===== config.mk =====
export PLATFORM = sky130hd
export DESIGN_NAME = laser_scan_obstacle_avoider
export DESIGN_NICKNAME = d
export VERILOG_FILES = /design/src/hw/rtl/lsoa_pkg.sv /design/src/hw/rtl/laser_scan_obstacle_avoider.sv
export SDC_FILE = /design/constraint.sdc
export NUM_CORES = 1
export LEC_CHECK = 0
export BUFFER_PORTS_ARGS = -buffer_cell sky130_fd_sc_hd__buf_4
export CAP_MARGIN = 20
export CORE_MARGIN = 1.5
export CORE_UTILIZATION = 55
export DETAILED_ROUTE_END_ITERATION = 6
export PLACE_DENSITY = 0.76
export SETUP_SLACK_MARGIN = 0.2
export SLEW_MARGIN = 10
export SYNTH_ARGS = -nofsm -noshare
export SYNTH_HDL_FRONTEND = slang
export SYNTH_SLANG_ARGS = --single-unit

===== constraint.sdc =====
create_clock -name clk -period 16.1 [get_ports clk]
set_clock_uncertainty 0.15 [all_clocks]
set_input_delay 1.61 -clock clk [delete_from_list [all_inputs] [get_ports clk]]
set_output_delay 1.61 -clock clk [all_outputs]
set_load 0.005 [all_outputs]

===== src/hw/rtl/lsoa_pkg.sv =====
`timescale 1ns / 1ps

package lsoa_pkg;

  // Scan geometry.
  localparam int MAX_SCAN_SAMPLES = 4096;
  localparam int IDX_W = $clog2(MAX_SCAN_SAMPLES);
  localparam int LEN_W = IDX_W + 1;
  localparam int MIN_SCAN_SAMPLES = 3;

  // Reciprocal of three for lengths up to MAX_SCAN_SAMPLES: n/3 == (n*RECIP3) >> RECIP3_SHIFT.
  localparam int RECIP3_SHIFT = LEN_W;
  localparam int RECIP3 = ((1 << RECIP3_SHIFT) + 2) / 3;
  localparam int RECIP3_W = RECIP3_SHIFT;

  // Field widths.
  localparam int RANGE_W = 16;
  localparam int SPEED_W = 12;
  localparam int ANG_W = 13;
  localparam int DUR_W = 10;
  localparam int CNT_W = 11;
  localparam int LFSR_W = 32;
  localparam int BIT_W = $clog2(LFSR_W);

  // Stream payload widths.
  localparam int IN_TDATA_W = 16;
  localparam int OUT_TDATA_W = 32;

  // Configuration port.
  localparam int CFG_ADDR_W = 5;
  localparam int CFG_DATA_W = 32;
  localparam int CFG_IDX_W = 3;

  // Register indexes.
  localparam logic [CFG_IDX_W-1:0] REG_SCAN_LENGTH = 3'd0;
  localparam logic [CFG_IDX_W-1:0] REG_FRONT_DIST = 3'd1;
  localparam logic [CFG_IDX_W-1:0] REG_STOP_DIST = 3'd2;
  localparam logic [CFG_IDX_W-1:0] REG_CRUISE_SPEED = 3'd3;
  localparam logic [CFG_IDX_W-1:0] REG_AVOID_SPEED = 3'd4;
  localparam logic [CFG_IDX_W-1:0] REG_TURN_RATE = 3'd5;
  localparam logic [CFG_IDX_W-1:0] REG_AVOID_DUR = 3'd6;

  // Register reset values.
  localparam logic [LEN_W-1:0] RST_SCAN_LENGTH = 13'd720;
  localparam logic [RANGE_W-1:0] RST_FRONT_DIST = 16'd1200;
  localparam logic [RANGE_W-1:0] RST_STOP_DIST = 16'd600;
  localparam logic [SPEED_W-1:0] RST_CRUISE_SPEED = 12'd750;
  localparam logic [SPEED_W-1:0] RST_AVOID_SPEED = 12'd300;
  localparam logic [SPEED_W-1:0] RST_TURN_RATE = 12'd800;
  localparam logic [DUR_W-1:0] RST_AVOID_DUR = 10'd50;

  // Random source.
  localparam logic [LFSR_W-1:0] LFSR_MASK = 32'h8020_0003;
  localparam logic [LFSR_W-1:0] LFSR_SEED = 32'h0000_0001;
  localparam logic [RANGE_W-1:0] RANGE_MAX = 16'hFFFF;

  // Packed result item, highest field first.
  typedef struct packed {
    logic [OUT_TDATA_W-SPEED_W-ANG_W-3:0] pad;
    logic stopped;
    logic avoiding;
    logic [ANG_W-1:0] angular_rate;
    logic [SPEED_W-1:0] linear_speed;
  } out_item_t;

  // One step of the Galois LFSR.
  function automatic logic [LFSR_W-1:0] lfsr_next(input logic [LFSR_W-1:0] v);
    logic [LFSR_W-1:0] s;
    s = v >> 1;
    if (v[0]) begin
      s = s ^ LFSR_MASK;
    end
    return s;
  endfunction

endpackage


===== src/hw/rtl/laser_scan_obstacle_avoider.sv =====
`timescale 1ns / 1ps

// Reactive obstacle avoider fed one laser range sample (mm) per input transaction; after the
// last sample of each scan it sends one drive command transaction. All range compares and the
// remainder for the random hold length run through one shared 17-bit subtractor under a small
// sequencer, so each sample steps in turn through accept, sector placement, then front, stop
// and half-minimum compares before the next is taken. The last sample of a scan adds decision
// and command output steps, plus a remainder pass when a new avoidance starts (one remainder
// bit per cycle over the 32-bit LFSR, then the counter load), and it waits further if the
// previous command has not yet been taken. Configuration registers sit at byte addresses 4*i
// in the order scan_length, front_distance_mm, stop_distance_mm, cruise_speed, avoid_speed,
// turn_rate, avoid_duration; write them only while in_tready is high, between sample
// transactions. A new scan length applies from the next sample.
module laser_scan_obstacle_avoider (
  input  logic                                 clk,
  input  logic                                 rst_n,
  // Range samples.
  input  logic                                 in_tvalid,
  output logic                                 in_tready,
  input  logic [lsoa_pkg::IN_TDATA_W-1:0]      in_tdata,    // [15:0] range_mm
  // Drive commands.
  output logic                                 out_tvalid,
  input  logic                                 out_tready,
  // [11:0] linear_speed, [24:12] angular_rate, [25] avoiding, [26] stopped, [31:27] zero
  output logic [lsoa_pkg::OUT_TDATA_W-1:0]     out_tdata,
  // Configuration port.
  input  logic                                 cfg_psel,
  input  logic                                 cfg_penable,
  input  logic                                 cfg_pwrite,
  input  logic [lsoa_pkg::CFG_ADDR_W-1:0]      cfg_paddr,
  input  logic [lsoa_pkg::CFG_DATA_W-1:0]      cfg_pwdata,
  output logic [lsoa_pkg::CFG_DATA_W-1:0]      cfg_prdata,
  output logic                                 cfg_pready
);

  localparam int IW = lsoa_pkg::IDX_W;
  localparam int LW = lsoa_pkg::LEN_W;
  localparam int RW = lsoa_pkg::RANGE_W;
  localparam int SW = lsoa_pkg::SPEED_W;
  localparam int AW = lsoa_pkg::ANG_W;
  localparam int DW = lsoa_pkg::DUR_W;
  localparam int CW = lsoa_pkg::CNT_W;
  localparam int FW = lsoa_pkg::LFSR_W;
  localparam int BW = lsoa_pkg::BIT_W;
  localparam int PW = LW + lsoa_pkg::RECIP3_W;

  // Sequencer states.
  localparam logic [3:0] S_IDLE   = 4'd0;
  localparam logic [3:0] S_PLACE  = 4'd1;
  localparam logic [3:0] S_FRONT  = 4'd2;
  localparam logic [3:0] S_STOP   = 4'd3;
  localparam logic [3:0] S_MINUPD = 4'd4;
  localparam logic [3:0] S_DECIDE = 4'd5;
  localparam logic [3:0] S_DIV    = 4'd6;
  localparam logic [3:0] S_LOAD   = 4'd7;
  localparam logic [3:0] S_OUT    = 4'd8;

  // Configuration registers.
  logic [LW-1:0] scan_len_r;
  logic [RW-1:0] front_dist_r;
  logic [RW-1:0] stop_dist_r;
  logic [SW-1:0] cruise_r;
  logic [SW-1:0] avoid_spd_r;
  logic [SW-1:0] turn_r;
  logic [DW-1:0] dur_r;

  // Scan and avoidance state.
  logic [3:0]    state_r, state_nxt;
  logic [IW-1:0] idx_r, idx_nxt;
  logic [RW-1:0] lmin_r, lmin_nxt;
  logic [RW-1:0] rmin_r, rmin_nxt;
  logic          obst_r, obst_nxt;
  logic          stop_r, stop_nxt;
  logic [CW-1:0] cnt_r, cnt_nxt;
  logic          held_left_r, held_left_nxt;
  logic [FW-1:0] lfsr_r, lfsr_nxt;

  // Per-sample and remainder working registers.
  logic [RW-1:0] sample_r, sample_nxt;
  logic          last_r, last_nxt;
  logic [LW-1:0] third_r, third_nxt;
  logic [DW-1:0] rem_r, rem_nxt;
  logic [BW-1:0] bit_r, bit_nxt;

  // Output register.
  logic                  out_valid_r, out_valid_nxt;
  lsoa_pkg::out_item_t   out_item_r, out_item_nxt;

  // Shared subtractor.
  logic [RW-1:0] alu_a, alu_b;
  logic [RW:0]   alu_diff;
  logic          alu_lt;

  logic [LW-1:0] eff_len;
  logic [PW-1:0] third_prod;
  logic [LW-1:0] idx_ext;
  logic [DW-1:0] dur_eff;
  logic [DW:0]   rem_sh;
  logic          in_front, left_half, avoid, out_free;
  logic [AW-1:0] turn_ext;
  logic          cfg_wr;
  logic [lsoa_pkg::CFG_IDX_W-1:0] cfg_idx;

  assign cfg_pready = 1'b1;
  assign cfg_wr = cfg_psel && cfg_penable && cfg_pwrite;
  assign cfg_idx = cfg_paddr[lsoa_pkg::CFG_ADDR_W-1:2];

  // Register writes.
  always_ff @(posedge clk) begin
    if (!rst_n) begin
      scan_len_r   <= lsoa_pkg::RST_SCAN_LENGTH;
      front_dist_r <= lsoa_pkg::RST_FRONT_DIST;
      stop_dist_r  <= lsoa_pkg::RST_STOP_DIST;
      cruise_r     <= lsoa_pkg::RST_CRUISE_SPEED;
      avoid_spd_r  <= lsoa_pkg::RST_AVOID_SPEED;
      turn_r       <= lsoa_pkg::RST_TURN_RATE;
      dur_r        <= lsoa_pkg::RST_AVOID_DUR;
    end else if (cfg_wr) begin
      unique case (cfg_idx)
        lsoa_pkg::REG_SCAN_LENGTH:  scan_len_r   <= cfg_pwdata[LW-1:0];
        lsoa_pkg::REG_FRONT_DIST:   front_dist_r <= cfg_pwdata[RW-1:0];
        lsoa_pkg::REG_STOP_DIST:    stop_dist_r  <= cfg_pwdata[RW-1:0];
        lsoa_pkg::REG_CRUISE_SPEED: cruise_r     <= cfg_pwdata[SW-1:0];
        lsoa_pkg::REG_AVOID_SPEED:  avoid_spd_r  <= cfg_pwdata[SW-1:0];
        lsoa_pkg::REG_TURN_RATE:    turn_r       <= cfg_pwdata[SW-1:0];
        lsoa_pkg::REG_AVOID_DUR:    dur_r        <= cfg_pwdata[DW-1:0];
        default: begin
        end
      endcase
    end
  end

  // Register reads.
  always_comb begin
    unique case (cfg_idx)
      lsoa_pkg::REG_SCAN_LENGTH:  cfg_prdata = 32'(scan_len_r);
      lsoa_pkg::REG_FRONT_DIST:   cfg_prdata = 32'(front_dist_r);
      lsoa_pkg::REG_STOP_DIST:    cfg_prdata = 32'(stop_dist_r);
      lsoa_pkg::REG_CRUISE_SPEED: cfg_prdata = 32'(cruise_r);
      lsoa_pkg::REG_AVOID_SPEED:  cfg_prdata = 32'(avoid_spd_r);
      lsoa_pkg::REG_TURN_RATE:    cfg_prdata = 32'(turn_r);
      lsoa_pkg::REG_AVOID_DUR:    cfg_prdata = 32'(dur_r);
      default:                    cfg_prdata = '0;
    endcase
  end

  // Effective scan length and avoid duration.
  always_comb begin
    if (scan_len_r < LW'(lsoa_pkg::MIN_SCAN_SAMPLES)) begin
      eff_len = LW'(lsoa_pkg::MIN_SCAN_SAMPLES);
    end else if (scan_len_r > LW'(lsoa_pkg::MAX_SCAN_SAMPLES)) begin
      eff_len = LW'(lsoa_pkg::MAX_SCAN_SAMPLES);
    end else begin
      eff_len = scan_len_r;
    end
  end
  assign dur_eff = (dur_r == '0) ? DW'(1) : dur_r;

  // Sector placement of the current sample.
  assign third_prod = PW'(eff_len) * PW'(lsoa_pkg::RECIP3);
  assign idx_ext = LW'(idx_r);
  assign in_front = (idx_ext > third_r) && (idx_ext < (eff_len - third_r));
  assign left_half = idx_ext > (eff_len >> 1);

  assign rem_sh = {rem_r, lfsr_r[bit_r]};

  // Shared subtractor operand selection.
  always_comb begin
    alu_a = sample_r;
    alu_b = front_dist_r;
    unique case (state_r)
      S_STOP:   alu_b = stop_dist_r;
      S_MINUPD: alu_b = left_half ? lmin_r : rmin_r;
      S_DIV: begin
        alu_a = RW'(rem_sh);
        alu_b = RW'(dur_eff);
      end
      S_LOAD: begin
        alu_a = lmin_r;
        alu_b = rmin_r;
      end
      default: begin
      end
    endcase
  end
  assign alu_diff = {1'b0, alu_a} - {1'b0, alu_b};
  assign alu_lt = alu_diff[RW];

  assign in_tready = (state_r == S_IDLE);
  assign out_free = !out_valid_r || out_tready;
  assign avoid = obst_r || stop_r || (cnt_r != '0);
  assign turn_ext = AW'(turn_r);
  assign out_tvalid = out_valid_r;
  assign out_tdata = out_item_r;

  // Sequencer.
  always_comb begin
    state_nxt     = state_r;
    idx_nxt       = idx_r;
    lmin_nxt      = lmin_r;
    rmin_nxt      = rmin_r;
    obst_nxt      = obst_r;
    stop_nxt      = stop_r;
    cnt_nxt       = cnt_r;
    held_left_nxt = held_left_r;
    lfsr_nxt      = lfsr_r;
    sample_nxt    = sample_r;
    last_nxt      = last_r;
    third_nxt     = third_r;
    rem_nxt       = rem_r;
    bit_nxt       = bit_r;
    out_valid_nxt = out_valid_r && !out_tready;
    out_item_nxt  = out_item_r;

    unique case (state_r)
      S_IDLE: begin
        if (in_tvalid) begin
          sample_nxt = in_tdata[RW-1:0];
          last_nxt = !((idx_ext + LW'(1)) < eff_len);
          state_nxt = S_PLACE;
        end
      end
      S_PLACE: begin
        third_nxt = third_prod[PW-1:lsoa_pkg::RECIP3_SHIFT];
        state_nxt = S_FRONT;
      end
      S_FRONT: begin
        if (in_front && alu_lt) begin
          obst_nxt = 1'b1;
        end
        state_nxt = S_STOP;
      end
      S_STOP: begin
        if (alu_lt) begin
          stop_nxt = 1'b1;
        end
        state_nxt = S_MINUPD;
      end
      S_MINUPD: begin
        if (alu_lt) begin
          if (left_half) begin
            lmin_nxt = sample_r;
          end else begin
            rmin_nxt = sample_r;
          end
        end
        if (last_r) begin
          state_nxt = S_DECIDE;
        end else begin
          idx_nxt = idx_r + IW'(1);
          state_nxt = S_IDLE;
        end
      end
      S_DECIDE: begin
        // A new avoidance draws a fresh random hold length.
        if (avoid && (cnt_r == '0)) begin
          lfsr_nxt = lsoa_pkg::lfsr_next(lfsr_r);
          rem_nxt = '0;
          bit_nxt = BW'(FW - 1);
          state_nxt = S_DIV;
        end else begin
          state_nxt = S_OUT;
        end
      end
      S_DIV: begin
        // Restoring remainder, one LFSR bit per cycle from the top.
        rem_nxt = alu_lt ? rem_sh[DW-1:0] : alu_diff[DW-1:0];
        if (bit_r == '0) begin
          state_nxt = S_LOAD;
        end else begin
          bit_nxt = bit_r - BW'(1);
        end
      end
      S_LOAD: begin
        cnt_nxt = CW'(rem_r) + CW'(dur_eff);
        held_left_nxt = !alu_lt;
        state_nxt = S_OUT;
      end
      S_OUT: begin
        if (out_free) begin
          out_valid_nxt = 1'b1;
          out_item_nxt.pad = '0;
          out_item_nxt.avoiding = avoid;
          out_item_nxt.stopped = stop_r;
          if (avoid) begin
            out_item_nxt.linear_speed = stop_r ? '0 : avoid_spd_r;
            out_item_nxt.angular_rate = held_left_r ? turn_ext : (AW'(0) - turn_ext);
            cnt_nxt = cnt_r - CW'(1);
          end else begin
            out_item_nxt.linear_speed = cruise_r;
            out_item_nxt.angular_rate = '0;
            cnt_nxt = '0;
          end
          // Start the next scan.
          idx_nxt = '0;
          lmin_nxt = lsoa_pkg::RANGE_MAX;
          rmin_nxt = lsoa_pkg::RANGE_MAX;
          obst_nxt = 1'b0;
          stop_nxt = 1'b0;
          state_nxt = S_IDLE;
        end
      end
      default: state_nxt = S_IDLE;
    endcase
  end

  // Control state.
  always_ff @(posedge clk) begin
    if (!rst_n) begin
      state_r     <= S_IDLE;
      idx_r       <= '0;
      lmin_r      <= lsoa_pkg::RANGE_MAX;
      rmin_r      <= lsoa_pkg::RANGE_MAX;
      obst_r      <= 1'b0;
      stop_r      <= 1'b0;
      cnt_r       <= '0;
      held_left_r <= 1'b0;
      lfsr_r      <= lsoa_pkg::LFSR_SEED;
      out_valid_r <= 1'b0;
    end else begin
      state_r     <= state_nxt;
      idx_r       <= idx_nxt;
      lmin_r      <= lmin_nxt;
      rmin_r      <= rmin_nxt;
      obst_r      <= obst_nxt;
      stop_r      <= stop_nxt;
      cnt_r       <= cnt_nxt;
      held_left_r <= held_left_nxt;
      lfsr_r      <= lfsr_nxt;
      out_valid_r <= out_valid_nxt;
    end
  end

  // Payload and working registers.
  always_ff @(posedge clk) begin
    sample_r   <= sample_nxt;
    last_r     <= last_nxt;
    third_r    <= third_nxt;
    rem_r      <= rem_nxt;
    bit_r      <= bit_nxt;
    out_item_r <= out_item_nxt;
  end

endmodule


# Word level (Yosys, flattened, before mapping)

Index checks and enable logic that the tools add are counted.

Bits of input ports: 60
Output and inout port bits: 67
Register bits: 257
Word-level logic and storage cells: 159

Bitwise gates (word level): 2
$mul: 1
Eq/ne operators: 25
Add/subtract/negate cells: 8
Muxes and demuxes: 45
Reduce and logical (&&, ||, !) cells: 44
Magnitude comparators: 7

Operator list:

| cell                     | count |
|---|---|
| $pmux W16 S7             | 1 |
| $mux W16                 | 6 |
| $pmux W16 S2             | 3 |
| $pmux W16 S4             | 1 |
| $mux W12                 | 5 |
| $pmux W4 S9              | 1 |
| $mux W32                 | 1 |
| $mux W10                 | 3 |
| $mux W13                 | 2 |
| $mul A13 B12 Y25 const B | 1 |
| $gt A12 B12 Y1           | 2 |
| $pmux W12 S2             | 1 |
| $reduce_and A2 Y1        | 12 |
| $mux W11                 | 2 |
| $ne A2 B2 Y1 const B     | 11 |
| $pmux W11 S2             | 1 |
| $pmux W10 S2             | 1 |
| $sub A16 B16 Y17         | 1 |
| $eq A4 B3 Y1 const B     | 4 |
| $mux W4                  | 4 |
| $reduce_and A3 Y1        | 5 |
| $add A12 B1 Y13 const B  | 1 |
| $gt A13 B13 Y1 const B   | 1 |
| $lt A12 B13 Y1           | 1 |
| other kinds (35)         | 61 |

# Longest topological paths before layout

Depth in word-level cells: 10
Gate-level depth with buffers: 23

# Least setup slack after synthesis

Ideal clock, no wire load.

Path type: register to register
From: reg scan_len_r[2]
To: reg third_r[9], data pin
Stages on the path, launching flop included: 19
Slack: 10.388 ns
Data arrival time: 5.367 ns
Setup time: 0.195 ns
Cells stage by stage: dfxtp_1 -> nor4_1 -> and4_1 -> nor2_1 -> nor2_1 -> ha_1 -> inv_1 -> fa_1 -> fa_1 -> inv_1 -> fa_1 -> fa_1 -> ha_1 -> o21ai_0 -> nor2_1 -> o41a_1 -> a311o_1 -> or2_2 -> o311ai_0

Cells in the longest elaborated chain, start to end: 4
Elaborated cells on any way between the ends: 5
Classes of those cells: 1 x mul; 2 x order compare; 2 x mux

RTL lines:

| item                     | RTL line                           | RTL |
|---|---|---|
| start: declaration       | laser_scan_obstacle_avoider.sv:59  | `logic [LW-1:0] scan_len_r;` |
| start signal: assignment | laser_scan_obstacle_avoider.sv:111 | `scan_len_r <= lsoa_pkg::RST_SCAN_LENGTH;` |
| start signal: assignment | laser_scan_obstacle_avoider.sv:120 | `lsoa_pkg::REG_SCAN_LENGTH: scan_len_r <= cfg_pwdata[LW-1:0];` |
| $gt A13 B13 Y1           | laser_scan_obstacle_avoider.sv:151 | `end else if (scan_len_r > LW'(lsoa_pkg::MAX_SCAN_SAMPLES)) begin` |
| $mux W13                 | laser_scan_obstacle_avoider.sv:151 |  |
| $mux W13 *               | laser_scan_obstacle_avoider.sv:149 | `if (scan_len_r < LW'(lsoa_pkg::MIN_SCAN_SAMPLES)) begin` |
| $mul A13 B12 Y25 *       | laser_scan_obstacle_avoider.sv:160 | `assign third_prod = PW'(eff_len) * PW'(lsoa_pkg::RECIP3);` |
| via third_prod[22]       | laser_scan_obstacle_avoider.sv:95  | `logic [PW-1:0] third_prod;` |
| end signal: assignment   | laser_scan_obstacle_avoider.sv:338 | `third_r <= third_nxt;` |
| end: declaration         | laser_scan_obstacle_avoider.sv:81  | `logic [LW-1:0] third_r, third_nxt;` |

Mark *: on every way through the listed nets, which the timed path passes. The rest lies on a longest branch.
A chain may end at the register's enable or synchronous reset.

# Worst setup path in the final report

From: reg scan_len_r[12]
To: reg third_r[9], data pin

The elaborated chain is that of the path after synthesis.

==> impl_metrics.toml <==
[synthesis]
ys_ff_latch = 257
synthArstFlopShare_pct = 0
yosysWarnings = 0
synth-edff-count = 71
synth.distinct_cells = 83
yosysSeqAreaShare_pct = 32.9
syn_inst = 2066
postSynthAreaPerCell_sq_um = 8.63
ys.flop_type = "dfxtp_1"
netlist_area_sq_mm = 0.0178

[floorplanning]
die_h_um = 183
rows = 65
ios = 127
fp.dieW_um = 183
coreArea_sq_mm = 0.0317
start_util_pct = 56.2
die_area_sq_mm = 0.0335

[global_routing]
grt_pass1_vias = 14500
grt_pass1_wl_um = 76900
grt_overflow = 0
grt_use_total_pct = 28.8
antenna_found_initial = 1
grt_start_max_net_pins = 111

[drt]
drt-initial-drc-count = 1342
drc_errors = 0
ant_nets = 0
wl_um = 48100
wl_per_cell_um = 19.1
viasPerCell = 6.04
vias = 15200
drt_first_pass_iters = 5

[sta]
fin_crit_sh_pct = 44.4
fmax_ghz = 0.140
setup-violations-final = 0
hold_ws_ns = 0.312
setup_tns_ns = 0
hold_viol_final = 0
slew_viol_final = 0
relSlewSlack_pct = 20.7
tightest_slew_ns = 1.19
rsz0062_at_grt = "false"
finalCriticalPeriod_ns = 7.14

[clock_network]
post_cts_buffers = 0
clk_path_buf_depth = 3
cts_buffers = 29
htree_num_levels = 1
ctsHoldBuffers = 0
cts_tree = "yes"
clk_pin_slew_ns = 0.07
cts_resized = 0
cts_root_buf = "clkbuf_16"
cts_sinks = 257
clk-insertion-delay-late_ns = 0.57

[critical_path]
crit_path_end_kind = "flip-flop"
critPathRequiredTime_ns = 16.24
cp_top_family = "adder cells"
crit_top_cell = "inv_1"
cp.arrival_ns = 7.28
setup.worst_path.start_class = "flip-flop"
path_class = "flip-flop to flip-flop"
path_buf_inv = 6
crit_path_max_incr_delay_ns = 0.89
crit_chain = "inv_1 > nand2_1 > inv_1 > ha_1 > inv_1 > fa_1 > fa_1 > inv_1 > fa_1 > inv_1 > fa_1 > inv_1 > ha_1 > nor3_1 > nor2_1 > o41a_1 > a311o_1 > or2_2 > o311ai_0"
path_max_fanout = 14
crit_slowest_cell = "dfxtp_1"

[final_layout]
drive_gt1_share_pct = 10.1
nNetsFinal = 2375
fin_area_sq_mm = 0.0196
n_antenna_cell = 0
layout-area-overhead-vs-synth_pct = 10.2

[place]
numPortBuffers = 86
placed_area_sq_mm = 0.0186
hpwl_um = 35300
routabilityCongestion = 0.978

[run_status]
outcome = "completed"

[power_and_ir_drop]
power.density_mw_per_mm2 = 83.6
p_leak_nw = 8.64
ir_worst_vdd_uv = 71.0

[hold_path]
hp-class = "flip-flop to flip-flop"

[flow_run]
cap_violations = 0
## layout make-up
class	count	area, sq um
clock buffers	39	835
clock inverters	15	174
fillers	2709	12100
inverters	177	666
multi-input cells	1526	10800
flip-flops and latches	257	5860
well taps	402	503
repair buffers	103	808
## worst paths after layout
path	from	to	slack [ns]	cells past startpoint
worst max-delay path	scan_len_r[12]	third_r[9]	8.96	19
worst min-delay path	lfsr_r[6]	lfsr_r[6]	0.31	2
worst max register to register	scan_len_r[12]	third_r[9]	8.96	19
worst min register to register	lfsr_r[6]	lfsr_r[6]	0.31	2
## cell usage in the layout, fill, tap and decap left out, types with 15 or more instances in the layout
master | synthesis | final
nand2_1 | 343 | 343
dfxtp_1 | 186 | 186
inv_1 | 176 | 176
ha_1 | 173 | 173
a21oi_1 | 170 | 170
nor2_1 | 120 | 120
o21ai_0 | 100 | 100
buf_4 | 24 | 99
edfxtp_1 | 71 | 71
nand3_1 | 49 | 49
fa_1 | 48 | 48
mux2i_1 | 40 | 40
o22a_1 | 34 | 34
xnor2_1 | 31 | 31
clkbuf_16 | 0 | 30
a21o_1 | 27 | 27
nand2b_1 | 26 | 26
nor3_1 | 27 | 25
conb_1 | 2 | 22
a31oi_1 | 21 | 21
nor2b_1 | 19 | 19
o22ai_1 | 19 | 19
xor2_1 | 19 | 19
mux4_2 | 19 | 19
a211oi_1 | 17 | 17
or3_1 | 17 | 17
a22oi_1 | 15 | 15
## worst min-delay path, stage by stage, from the launching register on
cell and delay (ns):
dfxtp_1 0.31, nand2_1 0.05, a21oi_1 0.05
## synth_stat cells, drive strengths merged, types with 3 or more instances
| library cell | number | share of area [%] |
|---|---|---|
| nand2 | 343 | 7.2 |
| dfxtp | 186 | 21 |
| inv | 176 | 3.7 |
| ha | 173 | 12 |
| a21oi | 170 | 4.8 |
| nor2 | 120 | 2.5 |
| o21ai | 101 | 2.9 |
| clkbuf | 80 | 1.7 |
| edfxtp | 71 | 12 |
| nand3 | 49 | 1.4 |
| fa | 48 | 5.4 |
| buf | 46 | 1.7 |
| mux2i | 40 | 2.2 |
| o22a | 34 | 1.7 |
| xnor2 | 31 | 1.5 |
| nor3 | 29 | 0.87 |
| a21o | 27 | 1.1 |
| nand2b | 26 | 0.91 |
| a31oi | 22 | 0.86 |
| mux4 | 19 | 2.4 |
| nor2b | 19 | 0.67 |
| o22ai | 19 | 0.67 |
| xor2 | 19 | 0.93 |
| or3 | 18 | 0.66 |
| a211oi | 17 | 0.72 |
| a22oi | 15 | 0.63 |
| mux2 | 13 | 0.82 |
| o211ai | 13 | 0.55 |
| a221oi | 12 | 0.62 |
| and3 | 12 | 0.42 |
| nand4 | 10 | 0.35 |
| nor4 | 10 | 0.39 |
| or2 | 10 | 0.35 |
| and2 | 7 | 0.25 |
| o31ai | 7 | 0.29 |
| a211o | 6 | 0.34 |
| nand3b | 6 | 0.25 |
| and4 | 5 | 0.25 |
| o21a | 5 | 0.21 |
| o311ai | 5 | 0.25 |
| or4 | 4 | 0.17 |
| a311o | 3 | 0.17 |
| o21bai | 3 | 0.13 |
| or4b | 3 | 0.19 |
## routing by layer
metal / wire length [um] / vias to the layer above / GRT usage, %
li1: - / 7264 / -
met4: 2130 / 0 / 11.7
met2: 22200 / 649 / 47.2
met1: 20100 / 7192 / 38.3
met3: 3750 / 122 / 4.31
met5: 0 / - / 0
## cells by family after synthesis
logic type | Yosys count | synth area share [%]
compound gates | 483 | 17.3
xor+xnor | 50 | 2.46
fa+ha+maj | 221 | 17.5
buf+inv | 303 | 7.12
flops | 257 | 32.9
mux | 72 | 5.47
other cells | 2 | 0.0421
simple gates | 678 | 17.3
## stage by stage
stage | worst slack (ns) | cells | utilization (%) | total power [mW]
after floorplan | 10.39 | 2086 | - | 0.885
after global placement | 9.15 | 2459 | 58.5 | 0.945
after detailed placement | 9.05 | 2460 | 58.5 | 0.953
after CTS | 9.02 | 2514 | 61.7 | 1.64
after global routing | 8.65 | 2519 | 61.9 | 1.70
final | 8.96 | 2519 | 61.9 | 1.64
## where the power goes
part	internal (mW)	switching, mW
combinational	0.103	0.154
sequential	0.679	0.0100
clock	0.413	0.283
total	1.20	0.447
## flip-flops by register name, summed over array words and instances, names as in the netlist, 12 cells and up
signal	count
front_dist_r	16
turn_r	12
third_r	12
idx_r	12
lfsr_r	32
out_tdata	27
scan_len_r	13
avoid_spd_r	12
cruise_r	12
rmin_r	16
sample_r	16
stop_dist_r	16
lmin_r	16
Power figures use the tool's default switching activity.
